**config.mk**
```make
export PLATFORM = sky130hd
export DESIGN_NAME = fsge_lfsr
export DESIGN_NICKNAME = d
export VERILOG_FILES = /design/src/rtl/fsge_pkg.sv /design/src/rtl/fsge_lfsr.sv
export SDC_FILE = /design/constraint.sdc
export NUM_CORES = 1
export LEC_CHECK = 0
export BUFFER_PORTS_ARGS = -buffer_cell sky130_fd_sc_hd__buf_2
export CAP_MARGIN = 5
export CORE_MARGIN = 2
export CORE_UTILIZATION = 30
export CTS_BUF_LIST = sky130_fd_sc_hd__clkbuf_4 sky130_fd_sc_hd__clkbuf_8
export DETAILED_ROUTE_END_ITERATION = 10
export HOLD_SLACK_MARGIN = 0.02
export PLACE_DENSITY_LB_ADDON = 0.25
export SLEW_MARGIN = 20
export SYNTH_ARGS = -nofsm -noshare
export SYNTH_HDL_FRONTEND = slang
export SYNTH_SLANG_ARGS = --single-unit
```
**constraint.sdc**
```tcl
create_clock -name clk_i -period 2 [get_ports clk_i]
set_clock_uncertainty 0.05 [all_clocks]
set_input_delay 0.1 -clock clk_i [delete_from_list [all_inputs] [get_ports clk_i]]
set_output_delay 0.1 -clock clk_i [all_outputs]
set_load 0.01 [all_outputs]
```
**src/rtl/fsge_pkg.sv**
```systemverilog
// ----------------------------------------------------------------------------
// Falling sand grid engine package
// Shared constants, codes and types of the falling sand grid engine.
// ----------------------------------------------------------------------------
package fsge_pkg;

  // Default grid size.
  localparam int GRID_COLS_DEF = 64;
  localparam int GRID_ROWS_DEF = 64;

  // Random bit generator.
  localparam int              RNG_W          = 16;
  localparam logic [RNG_W-1:0] RNG_SEED_RESET = 16'd44257;

  // Configuration port.
  localparam int CFG_IDX_W  = 2;
  localparam int CFG_DATA_W = 16;
  localparam logic [CFG_IDX_W-1:0] CFG_BRUSH_SIZE     = 2'd0;
  localparam logic [CFG_IDX_W-1:0] CFG_BRUSH_MATERIAL = 2'd1;
  localparam logic [CFG_IDX_W-1:0] CFG_RANDOM_SEED    = 2'd2;

  localparam int BRUSH_W = 4;
  localparam logic [BRUSH_W-1:0] BRUSH_SIZE_RESET = 4'd2;

  // Cell materials.
  localparam logic [1:0] CELL_EMPTY = 2'd0;
  localparam logic [1:0] CELL_WALL  = 2'd1;
  localparam logic [1:0] CELL_SAND  = 2'd2;
  localparam logic [1:0] CELL_WATER = 2'd3;

  // Commands.
  localparam logic [1:0] CMD_PAINT = 2'd0;
  localparam logic [1:0] CMD_STEP  = 2'd1;
  localparam logic [1:0] CMD_READ  = 2'd2;

  localparam int COORD_W = 6;

  // Control of the random bit generator.
  typedef struct packed {
    logic             load;
    logic [RNG_W-1:0] seed;
    logic             draw;
  } rng_ctrl_t;

endpackage

```
**src/rtl/fsge_lfsr.sv**
```systemverilog
// ----------------------------------------------------------------------------
// Falling sand random bit generator
// 16-bit Fibonacci LFSR, taps 16, 14, 13, 11; one bit per draw.
// ----------------------------------------------------------------------------
module fsge_lfsr (
  input  logic                  clk_i,
  input  logic                  rst_ni,
  input  fsge_pkg::rng_ctrl_t   ctrl_i,
  output logic                  bit_o
);

  logic [fsge_pkg::RNG_W-1:0] state_q, state_d;

  assign bit_o = state_q[0] ^ state_q[2] ^ state_q[3] ^ state_q[5];

  always_comb begin
    state_d = state_q;
    if (ctrl_i.load) begin
      // A zero seed would lock the register, so it loads one instead.
      state_d = (ctrl_i.seed == '0) ? fsge_pkg::RNG_W'(1) : ctrl_i.seed;
    end else if (ctrl_i.draw) begin
      state_d = {bit_o, state_q[fsge_pkg::RNG_W-1:1]};
    end
  end

  always_ff @(posedge clk_i or negedge rst_ni) begin
    if (!rst_ni) begin
      state_q <= fsge_pkg::RNG_SEED_RESET;
    end else begin
      state_q <= state_d;
    end
  end

endmodule
```
## Yosys cells after proc, flatten, opt, wreduce, memory -nomap -nowiden

Cells that the tools add are included.

- Bits in registers: 16
- Input bits: 20
- Output and inout port bits: 1
- Word-level logic and storage cells: 9

- Multiplexer cells: 3
- Bitwise gates (word level): 3
- Reductions and logical operators: 2

Operators with widths:

| cell | number |
|---|---|
| $mux W16 | 3 |
| $logic_not A16 Y1 | 1 |
| $xor A1 B1 Y1 | 3 |
| $reduce_bool A2 Y1 | 1 |

## Logic depth before layout (Yosys ltp)

Gate-level depths: netlist of run 1.

- Depth in word-level cells: 5
- Gate-level depth with buffers: 4
- Depth with buffers taken out: 3

## Least setup slack after synthesis of run 1

Ideal clock, no wire load.

- Path type: register to register
- From: reg state_q[0] (netlist bit)
- To: reg state_q[15] (netlist bit)
- Library setup time: 78 ps
- Arrival time: 1,052 ps
- Data required time: 1,872 ps
- Slack: 820 ps
- Stages on the path, launching flop included: 4
- Path buffers: 0
- Clock period less this slack: 1,180 ps
- Cells stage by stage: dfstp_2 > xor2_1 > xnor2_1 > a31o_1

- Longest elaborated chain between the ends: 5

Ends and longest elaborated chain:

| item | line | text |
|---|---|---|
| start: declaration | fsge_lfsr.sv:12 | `logic [fsge_pkg::RNG_W-1:0] state_q, state_d;` |
| start signal: assignment | fsge_lfsr.sv:28 | `state_q <= fsge_pkg::RNG_SEED_RESET;` |
| start signal: assignment | fsge_lfsr.sv:30 | `state_q <= state_d;` |
| $xor A1 B1 Y1 (3 in a row) | fsge_lfsr.sv:14 | `assign bit_o = state_q[0] ^ state_q[2] ^ state_q[3] ^ state_q[5];` |
| via bit_o | fsge_lfsr.sv:9 | `output logic bit_o` |
| $mux W16 | fsge_lfsr.sv:21 | `end else if (ctrl_i.draw) begin` |
| $mux W16 | fsge_lfsr.sv:18 | `if (ctrl_i.load) begin` |

The timed path passes the listed nets, and every way through them passes these cells. The select of a mux whose other input is x is not followed.
A chain may end at the register's enable or synchronous reset.

## Worst setup path after layout of run 1

- From: reg state_q[0] (netlist bit)
- To: out bit_o

- Longest elaborated chain between the ends: 3

Ends and longest elaborated chain:

| item | line |
|---|---|
| $xor A1 B1 Y1 (3 in a row) | fsge_lfsr.sv:14 |
| end: declaration | fsge_lfsr.sv:9 |

Every way passes these cells.

==> results of run 1 <==
## critical path, delay by kind of cell (launching register included)
kind | cells | cell delay [ns]
flops | 1 | 0.55
xor+xnor | 2 | 0.33
buf+inv | 1 | 0.17
## stage by stage
step	cell area (µm²)	hold WS, ns	std cells
floorplan	812.0	-0.2456	79
global placement	919.6	-0.01868	124
detailed placement	919.6	-0.01669	124
CTS	1106	0.05759	143
global route	1106	0.09321	143
finish	1106	0.06993	143
## routing by layer
layer  GRT usage (%)  vias to the layer above
met5               0                        -
met4           3.061                        0
met3           4.884                        3
met2           21.01                       17
met1           15.57                      321
li1                -                      345
## cell usage in the layout (no fill, tap or decap)
cell	Yosys	layout
a21oi_1	1	1
a41oi_1	1	1
nand2_1	15	15
xor2_1	1	1
nor4_1	4	4
mux2i_1	15	15
buf_2	0	20
clkbuf_4	0	3
dlygate4sd3_1	0	15
o21ai_0	15	15
a31o_1	1	1
xnor2_1	2	2
dfrtp_1	8	8
inv_1	1	1
nand2b_1	2	2
clkbuf_8	0	1
dfstp_2	8	8
## final timing paths
kind | startpoint | endpoint | slack (ns) | depth (start not counted)
worst max-delay path | state_q[0] | bit_o | 0.51 | 3
worst min-delay path | ctrl_i[16] | state_q[15] | 0.07 | 4
worst max register to register | state_q[0] | state_q[15] | 0.84 | 3
worst min register to register | state_q[6] | state_q[6] | 0.52 | 2
max in group asynchronous | rst_ni | state_q[6] | 1.41 | 2
min in group asynchronous | rst_ni | state_q[14] | 0.18 | 2
## cells by family (layout without fill, tap and decap cells)
logic type	count (synthesis)	count (layout)	synth area share [%]
AOI/OAI and AO/OA	18	18	12.02
xor gates and xnor gates	3	3	3.236
DFF	16	16	50.54
muxes	15	15	18.49
buffers and inverters	6	40	4.160
and+or+nand+nor	21	21	11.56
## final cells by class
cell class / instances / area, µm²
multi-input combinational: 57 / 367.9
timing repair buffer: 35 / 250.2
clock buffer: 4 / 36.28
inverter: 1 / 3.754
fill: 250 / 1416
sequential: 16 / 410.4
tap: 30 / 37.54
## where the power goes
part	total [W]	switching, W	internal (W)
combinational	0.000153	0.0000712	0.0000821
clock	0.000221	0.000110	0.000111
sequential	0.000395	0.0000223	0.000372
==> results.sh, run 1 <==
export IMPL_status="complete, no violations"
export IMPL_hold_buffers=15
export IMPL_largestRegisters="state_q (16)"
export IMPL_clockBufferDepth=2
export IMPL_largest_register_ffs=16
export IMPL_coreArea_um2=2522
export IMPL_maxUsedRoutingLayer="met4"
export IMPL_antenna_found_initial=0
export IMPL_vias=686
export IMPL_dieArea_um2=3139
export IMPL_fmax_mhz=671.3
export IMPL_avgSynthCellArea_um2=10.28
export IMPL_syn_inst=79
export IMPL_ys_seq_area_share_pct=50.54
export IMPL_dp_hpwl_mm=1.195
export IMPL_grt_ovfl_total=0
export IMPL_cts_root_buf="clkbuf_4"
export IMPL_routed_via_density=4.797
export IMPL_syn_area_um2=812.0
export IMPL_ys_top_cells_by_count="mux2i_1, nand2_1, o21ai_0"
export IMPL_arrival_ns=1.34
export IMPL_critical_path_max_stage_delay_ns=0.55
export IMPL_min_path_type="input pin to flop"
export IMPL_maxCapViolations=0
export IMPL_worst_slack_ns=0.5105
export IMPL_irDropWorstVdd_mv=0.4404
export IMPL_p_leak_nw=0.5092
export IMPL_critPathKind="flop to primary output"
export IMPL_post_route_period_util_pct=74.48
export IMPL_area_growth_pct=36.21
export IMPL_critPathMaxFanout=2
export IMPL_track_usage_pct=12.72
export IMPL_worst_pin_slew_ns=0.4670
export IMPL_yosys_top_cells_area="dfstp_2, dfrtp_1, mux2i_1"
export IMPL_rsz0062_at_grt="false"
export IMPL_met3WireLength_um=92
export IMPL_nNetsFinal=134
export IMPL_antenna_cells=0
export IMPL_min_period_ns=1.490
export IMPL_largest_register="state_q"
export IMPL_synth_top_area_share_pct=25.89
export IMPL_power_w=0.0007686
export IMPL_setup_tns_ns=0
export IMPL_synth_edf_count=0
export IMPL_firstDrtPassIters=5
export IMPL_grt_max_degree=33
export IMPL_start_kind="flop"
export IMPL_drc_errors=0
export IMPL_gp_congestion=0.7352
export IMPL_wl_met1_um=838
export IMPL_clkLatencyLatePin_ns=0.30
export IMPL_power_density_nw_per_um2=694.9
export IMPL_drt_iter0_markers=19
export IMPL_grt_pass1_wl_mm=3.111
export IMPL_cts_reportedPaths_clkPinSlew_ns=0.10
export IMPL_cts_tree="done"
export IMPL_fin_util_pct=43.85
export IMPL_cp_data_required_time_ns=1.85
export IMPL_path_cells="xor2_1 -> xnor2_1 -> buf_2"
export IMPL_maxSlewHeadroom_pct=68.86
export IMPL_syn_nets=99
export IMPL_cp_end_kind="primary output"
export IMPL_postRouteAntennaNets=0
export IMPL_yosysTopAreaCell="dfstp_2"
export IMPL_synth_seq_cells=16
export IMPL_drive_gt1_share_pct=28.32
export IMPL_pre_cts_slack_ns=0.8454
export IMPL_finalSetupViolCount=0
export IMPL_cts_resized=0
export IMPL_routed_wl_met2_um=807
export IMPL_wl_per_cell_um=12.22
export IMPL_synth_cell_types=16
export IMPL_cts_buffers=3
export IMPL_synthArstFlopShare_pct=100.0
export IMPL_hold_violations=0
export IMPL_rows=18
export IMPL_synthFlopType="dfstp_2"
export IMPL_io_buffers=20
export IMPL_drt_total_wl_mm=1.747
export IMPL_slowest_stage="dfstp_2"
export IMPL_start_util_pct=32.19
export IMPL_die_w_um=56.03
export IMPL_grt_pass1_vias=721
export IMPL_drv_slew=0
export IMPL_cts_sinks=16
export IMPL_die_y_um=56.03
export IMPL_cts_setup_buffers=0
export IMPL_io_pins=21
export IMPL_yosys_warnings=0
export IMPL_h_tree_depth=1
Power figures use the tool's default switching activity.
==> run 2, diff against run 1 <==
clock period = 1.28 ns   (was 2 ns; I/O delays follow)
==> results.sh, run 2 (synthesized netlist as in run 1, its figures left out) <==
export IMPL_power_w=0.001178
export IMPL_routed_via_density=4.840
export IMPL_dp_hpwl_mm=1.219
export IMPL_slowest_stage="dfstp_2"
export IMPL_clockBufferDepth=2
export IMPL_critPathMaxFanout=3
export IMPL_power_density_nw_per_um2=1050
export IMPL_cts_root_buf="clkbuf_4"
export IMPL_finalSetupViolCount=1
export IMPL_h_tree_depth=1
export IMPL_wl_per_cell_um=13.01
export IMPL_mostFrequentLayoutCells="buf_2, mux2i_1, nand2_1, o21ai_0, dlygate4sd3_1"
export IMPL_largestRegisters="state_q (16)"
export IMPL_cts_tree="done"
export IMPL_endpoint="bit_o"
export IMPL_grt_pass1_wl_mm=3.208
export IMPL_grt_ovfl_total=0
export IMPL_worst_slack_ns=-0.1523
export IMPL_dieArea_um2=3139
export IMPL_hold_violations=0
export IMPL_maxSlewHeadroom_pct=68.08
export IMPL_p_seq_share_pct=52.6
export IMPL_start_util_pct=32.19
export IMPL_status="finished with violations"
export IMPL_drc_errors=0
export IMPL_rsz0062_at_grt="true"
export IMPL_internal_power_w=0.0008640
export IMPL_firstDrtPassIters=4
export IMPL_postRouteAntennaNets=0
export IMPL_largest_register="state_q"
export IMPL_min_path_type="input pin to flop"
export IMPL_r2r_slack_ns=0.12
export IMPL_cts_sinks=16
export IMPL_switching_share_pct=26.66
export IMPL_worst_pin_slew_ns=0.4788
export IMPL_die_w_um=56.03
export IMPL_cts_reportedPaths_clkPinSlew_ns=0.10
export IMPL_rows=18
export IMPL_crit_start="state_q[5]"
export IMPL_gp_congestion=0.7434
export IMPL_arrival_ns=1.32
export IMPL_antenna_cells=0
export IMPL_r2r_end="state_q[15]"
export IMPL_path_cells="xnor2_1 -> xnor2_2 -> buf_2"
export IMPL_post_route_period_util_pct=111.9
export IMPL_io_buffers=20
export IMPL_critPathKind="flop to primary output"
export IMPL_clkLatencyLatePin_ns=0.29
export IMPL_grt_max_degree=21
export IMPL_irDropWorstVdd_mv=0.6387
export IMPL_largest_register_ffs=16
export IMPL_track_usage_pct=13.23
export IMPL_cp_data_required_time_ns=1.17
export IMPL_setup_tns_ns=-0.1523
export IMPL_drive_gt1_share_pct=30.70
export IMPL_cp_end_kind="primary output"
export IMPL_antenna_found_initial=0
export IMPL_p_leak_nw=0.5183
export IMPL_io_pins=21
export IMPL_p_clk_share_pct=25.5
export IMPL_area_growth_pct=38.21
export IMPL_worstSetupPathDepth=3
export IMPL_drt_total_wl_mm=1.873
export IMPL_nNetsFinal=135
export IMPL_critical_path_max_stage_delay_ns=0.56
export IMPL_cts_buffers=3
export IMPL_dp_cells=125
export IMPL_instances_no_fill=144
export IMPL_violations="setup timing"
export IMPL_r2r_start="state_q[5]"
export IMPL_final_common_cell="buf_2"
export IMPL_drv_slew=0
export IMPL_start_kind="flop"
export IMPL_vias=697
export IMPL_critical_path_buf_inv_count=1
export IMPL_holdWs_ns=0.03775
export IMPL_p_switching_w=0.0003141
export IMPL_die_y_um=56.03
export IMPL_drt_iter0_markers=10
export IMPL_coreArea_um2=2522
export IMPL_grt_pass1_vias=699
export IMPL_fmax_mhz=698.2
export IMPL_comb_power_share_pct=21.9
export IMPL_cp_top_family="flip-flops"
export IMPL_ff2ff_path_depth=3
export IMPL_maxCapViolations=0
export IMPL_min_period_ns=1.432
==> run 2: changes by cell type in the layout (fill, tap and decap cells not counted), sizes merged <==
cell,previous run,this run
buf,20,21
==> run 2: worst min path at each step <==
stage | from | endpoint | depth (start not counted)
2_1_floorplan | rst_ni | state_q[12] | 0
3_3_place_gp | rst_ni | state_q[14] | 1
3_5_place_dp | rst_ni | state_q[14] | 1
4_1_cts | ctrl_i[16] | state_q[15] | 4
5_1_grt | ctrl_i[16] | state_q[15] | 4
6_report | ctrl_i[16] | state_q[15] | 4
==> run 2: power by group through the flow <==
stage                     Clock [W]  Combinational [W]  Sequential (W)
after global routing       0.000341           0.000289        0.000629
after global placement            0           0.000207        0.000624
after detailed placement          0           0.000209        0.000628
after floorplan                   0           0.000138        0.000615
after CTS                  0.000319           0.000244        0.000619
final                      0.000301           0.000258        0.000620
==> run 2: per-layer routing <==
| metal | up-vias | global-route usage, % | wire [µm] |
|---|---|---|---|
| met3 | 4 | 4.186 | 82 |
| met4 | 0 | 5.102 | 32 |
| met5 | - | 0 | 0 |
| met2 | 18 | 20.84 | 847 |
| met1 | 323 | 16.79 | 910 |
| li1 | 352 | - | - |
==> run 2: per-stage QoR <==
| step | util, % | area, µm² | worst slack (ns) |
|---|---|---|---|
| after global placement | 36.76 | 927.1 | 0.1455 |
| after floorplan | - | 812.0 | 0.1000 |
| after CTS | 43.90 | 1107 | -0.1851 |
| after global routing | 44.49 | 1122 | -0.2363 |
| after detailed placement | 36.76 | 927.1 | 0.1246 |
| final | 44.49 | 1122 | -0.1523 |
==> run 2: worst register-to-register path, stage by stage, from the launching register on <==
cell and delay, ns:
dfstp_2 0.56, xnor2_1 0.17, xnor2_2 0.11, a31o_1 0.22
==> run 2: layout make-up <==
cell class | count | area, µm²
inverters | 1 | 3.754
multi-input cells | 57 | 382.9
fillers | 248 | 1400
clock buffers | 4 | 30.03
repair buffers | 36 | 257.7
flip-flops and latches | 16 | 410.4
well taps | 30 | 37.54
==> run 2: repair_timing <==
action,4_1_cts,5_1_grt
setup buffers,0,0
hold buffers,15,0
hold endpoints to repair,30,0
endpoints found under the setup margin,1,1
gates resized for setup,0,2
pin swaps,0,1
==> run 3, diff against run 2 <==
BUFFER_PORTS_ARGS = not set   (was -buffer_cell sky130_fd_sc_hd__buf_2)
DONT_BUFFER_PORTS = 1   (was not set)
clock period = 1.2 ns   (was 1.28 ns; I/O delays follow)
==> results.sh, run 3 (synthesized netlist as in run 1, its figures left out) <==
export IMPL_arrival_ns=1.31
export IMPL_min_period_ns=1.425
export IMPL_largestRegisters="state_q (16)"
export IMPL_drt_iter0_markers=20
export IMPL_cts_setup_buffers=0
export IMPL_grt_ovfl_total=0
export IMPL_multi_input_area_um2=367.9
export IMPL_vias=612
export IMPL_drc_errors=0
export IMPL_p_seq_share_pct=56.2
export IMPL_violations="hold timing, setup timing"
export IMPL_post_route_period_util_pct=118.7
export IMPL_cp_data_required_time_ns=1.09
export IMPL_min_path_type="input pin to flop"
export IMPL_irDropWorstVdd_mv=0.6200
export IMPL_area_growth_pct=24.65
export IMPL_maxSlewHeadroom_pct=41.74
export IMPL_worst_slack_ns=-0.2250
export IMPL_start_kind="flop"
export IMPL_seqCellArea_um2=410.4
export IMPL_maxCapViolations=0
export IMPL_p_clk_share_pct=24.5
export IMPL_routed_via_density=4.935
export IMPL_power_density_nw_per_um2=1155
export IMPL_p_leak_nw=0.4412
export IMPL_antenna_found_initial=0
export IMPL_setup_tns_ns=-0.2250
export IMPL_min_from="ctrl_i[0]"
export IMPL_grt_pass1_vias=610
export IMPL_nNetsFinal=116
export IMPL_critPathMaxFanout=2
export IMPL_h_tree_depth=1
export IMPL_firstDrtPassIters=4
export IMPL_coreArea_um2=2522
export IMPL_cts_sinks=16
export IMPL_rows=18
export IMPL_largest_register="state_q"
export IMPL_finalSetupViolCount=1
export IMPL_io_buffers=0
export IMPL_cts_reportedPaths_clkPinSlew_ns=0.10
export IMPL_fillCellCount=268
export IMPL_worst_pin_slew_ns=0.8739
export IMPL_track_usage_pct=11.84
export IMPL_p_switching_w=0.0003048
export IMPL_clkLatencyLatePin_ns=0.29
export IMPL_comb_power_share_pct=19.3
export IMPL_cts_tree="done"
export IMPL_r2r_start="state_q[0]"
export IMPL_clockBufferDepth=2
export IMPL_hold_buffers=16
export IMPL_drt_total_wl_mm=1.669
export IMPL_status="finished with violations"
export IMPL_drive_gt1_share_pct=12.77
export IMPL_switching_share_pct=26.07
export IMPL_dieArea_um2=3139
export IMPL_internal_power_w=0.0008643
export IMPL_critPathKind="flop to primary output"
export IMPL_cp_end_kind="primary output"
export IMPL_grt_max_degree=32
export IMPL_grt_pass1_wl_mm=2.939
export IMPL_gp_congestion=0.7211
export IMPL_cts_root_buf="clkbuf_4"
export IMPL_fin_util_pct=40.13
export IMPL_die_w_um=56.03
export IMPL_io_pins=21
export IMPL_mostFrequentLayoutCells="mux2i_1, nand2_1, o21ai_0, dlygate4sd3_1"
export IMPL_postRouteAntennaNets=0
export IMPL_drv_slew=0
export IMPL_wl_per_cell_um=13.46
export IMPL_antenna_cells=0
export IMPL_cts_buffers=3
export IMPL_largest_register_ffs=16
export IMPL_hold_violations=16
export IMPL_holdWs_ns=-0.1248
export IMPL_dp_hpwl_mm=1.128
export IMPL_fmax_mhz=701.8
export IMPL_rsz0062_at_grt="true"
export IMPL_crit_start="state_q[0]"
export IMPL_start_util_pct=32.19
export IMPL_die_y_um=56.03
## run 3: through the flow
step	cells	total power (W)	setup WS, ns	hold WS [ns]	instance area, µm²
global placement	105	0.0008206	0.05966	-0.2852	827.0
global route	124	0.001254	-0.3383	-0.1485	1012
CTS	124	0.001182	-0.2399	-0.1371	1010
detailed placement	105	0.0008248	0.06105	-0.2852	827.0
finish	124	0.001169	-0.2250	-0.1248	1012
floorplan	79	0.0008030	0.02002	-0.2856	812.0
## run 3: cell type report
type	instances	share of cell area, %
inverter	1	0.3708
tap	30	3.708
timing repair buffer	17	16.81
clock buffer	3	2.225
sequential	16	40.54
multi-input combinational	57	36.34
## run 3: power by group through the flow
stage	logic, W	registers [W]	clock network [W]
after CTS	0.000227	0.000658	0.000297
after global placement	0.000156	0.000665	0
after global routing	0.000257	0.000667	0.000330
final	0.000225	0.000658	0.000286
after floorplan	0.000147	0.000656	0
after detailed placement	0.000157	0.000668	0
## run 3: critical path, cell delays in order, from the launching register on
cell     delay, ns
dfstp_2       0.55
xor2_1        0.17
xnor2_1       0.16
buf_4         0.15
## run 3: metal layers
layer	global-route usage (%)	routed length (µm)	vias to the layer above
met2	17.48	743	18
met1	16.36	811	285
met4	2.041	0	0
met5	0	0	-
li1	-	-	309
met3	4.884	114	0
## run 3: final timing paths
path	depth (start not counted)	slack [ns]	end
max in group asynchronous	1	0.45	state_q[4]
hold / removal	1	-0.12	state_q[15]
setup / recovery	3	-0.22	bit_o
setup reg to reg	3	0.06	state_q[15]
min in group asynchronous	1	0.20	state_q[14]
hold reg to reg	2	0.51	state_q[6]
## run 3: what timing repair did
| action | 4_1_cts | 5_1_grt |
|---|---|---|
| setup endpoints to repair | 1 | 17 |
| gates resized for setup | 0 | 1 |
| hold endpoints to repair | 32 | 16 |
| cloned | 0 | 0 |
| pin swaps | 0 | 1 |
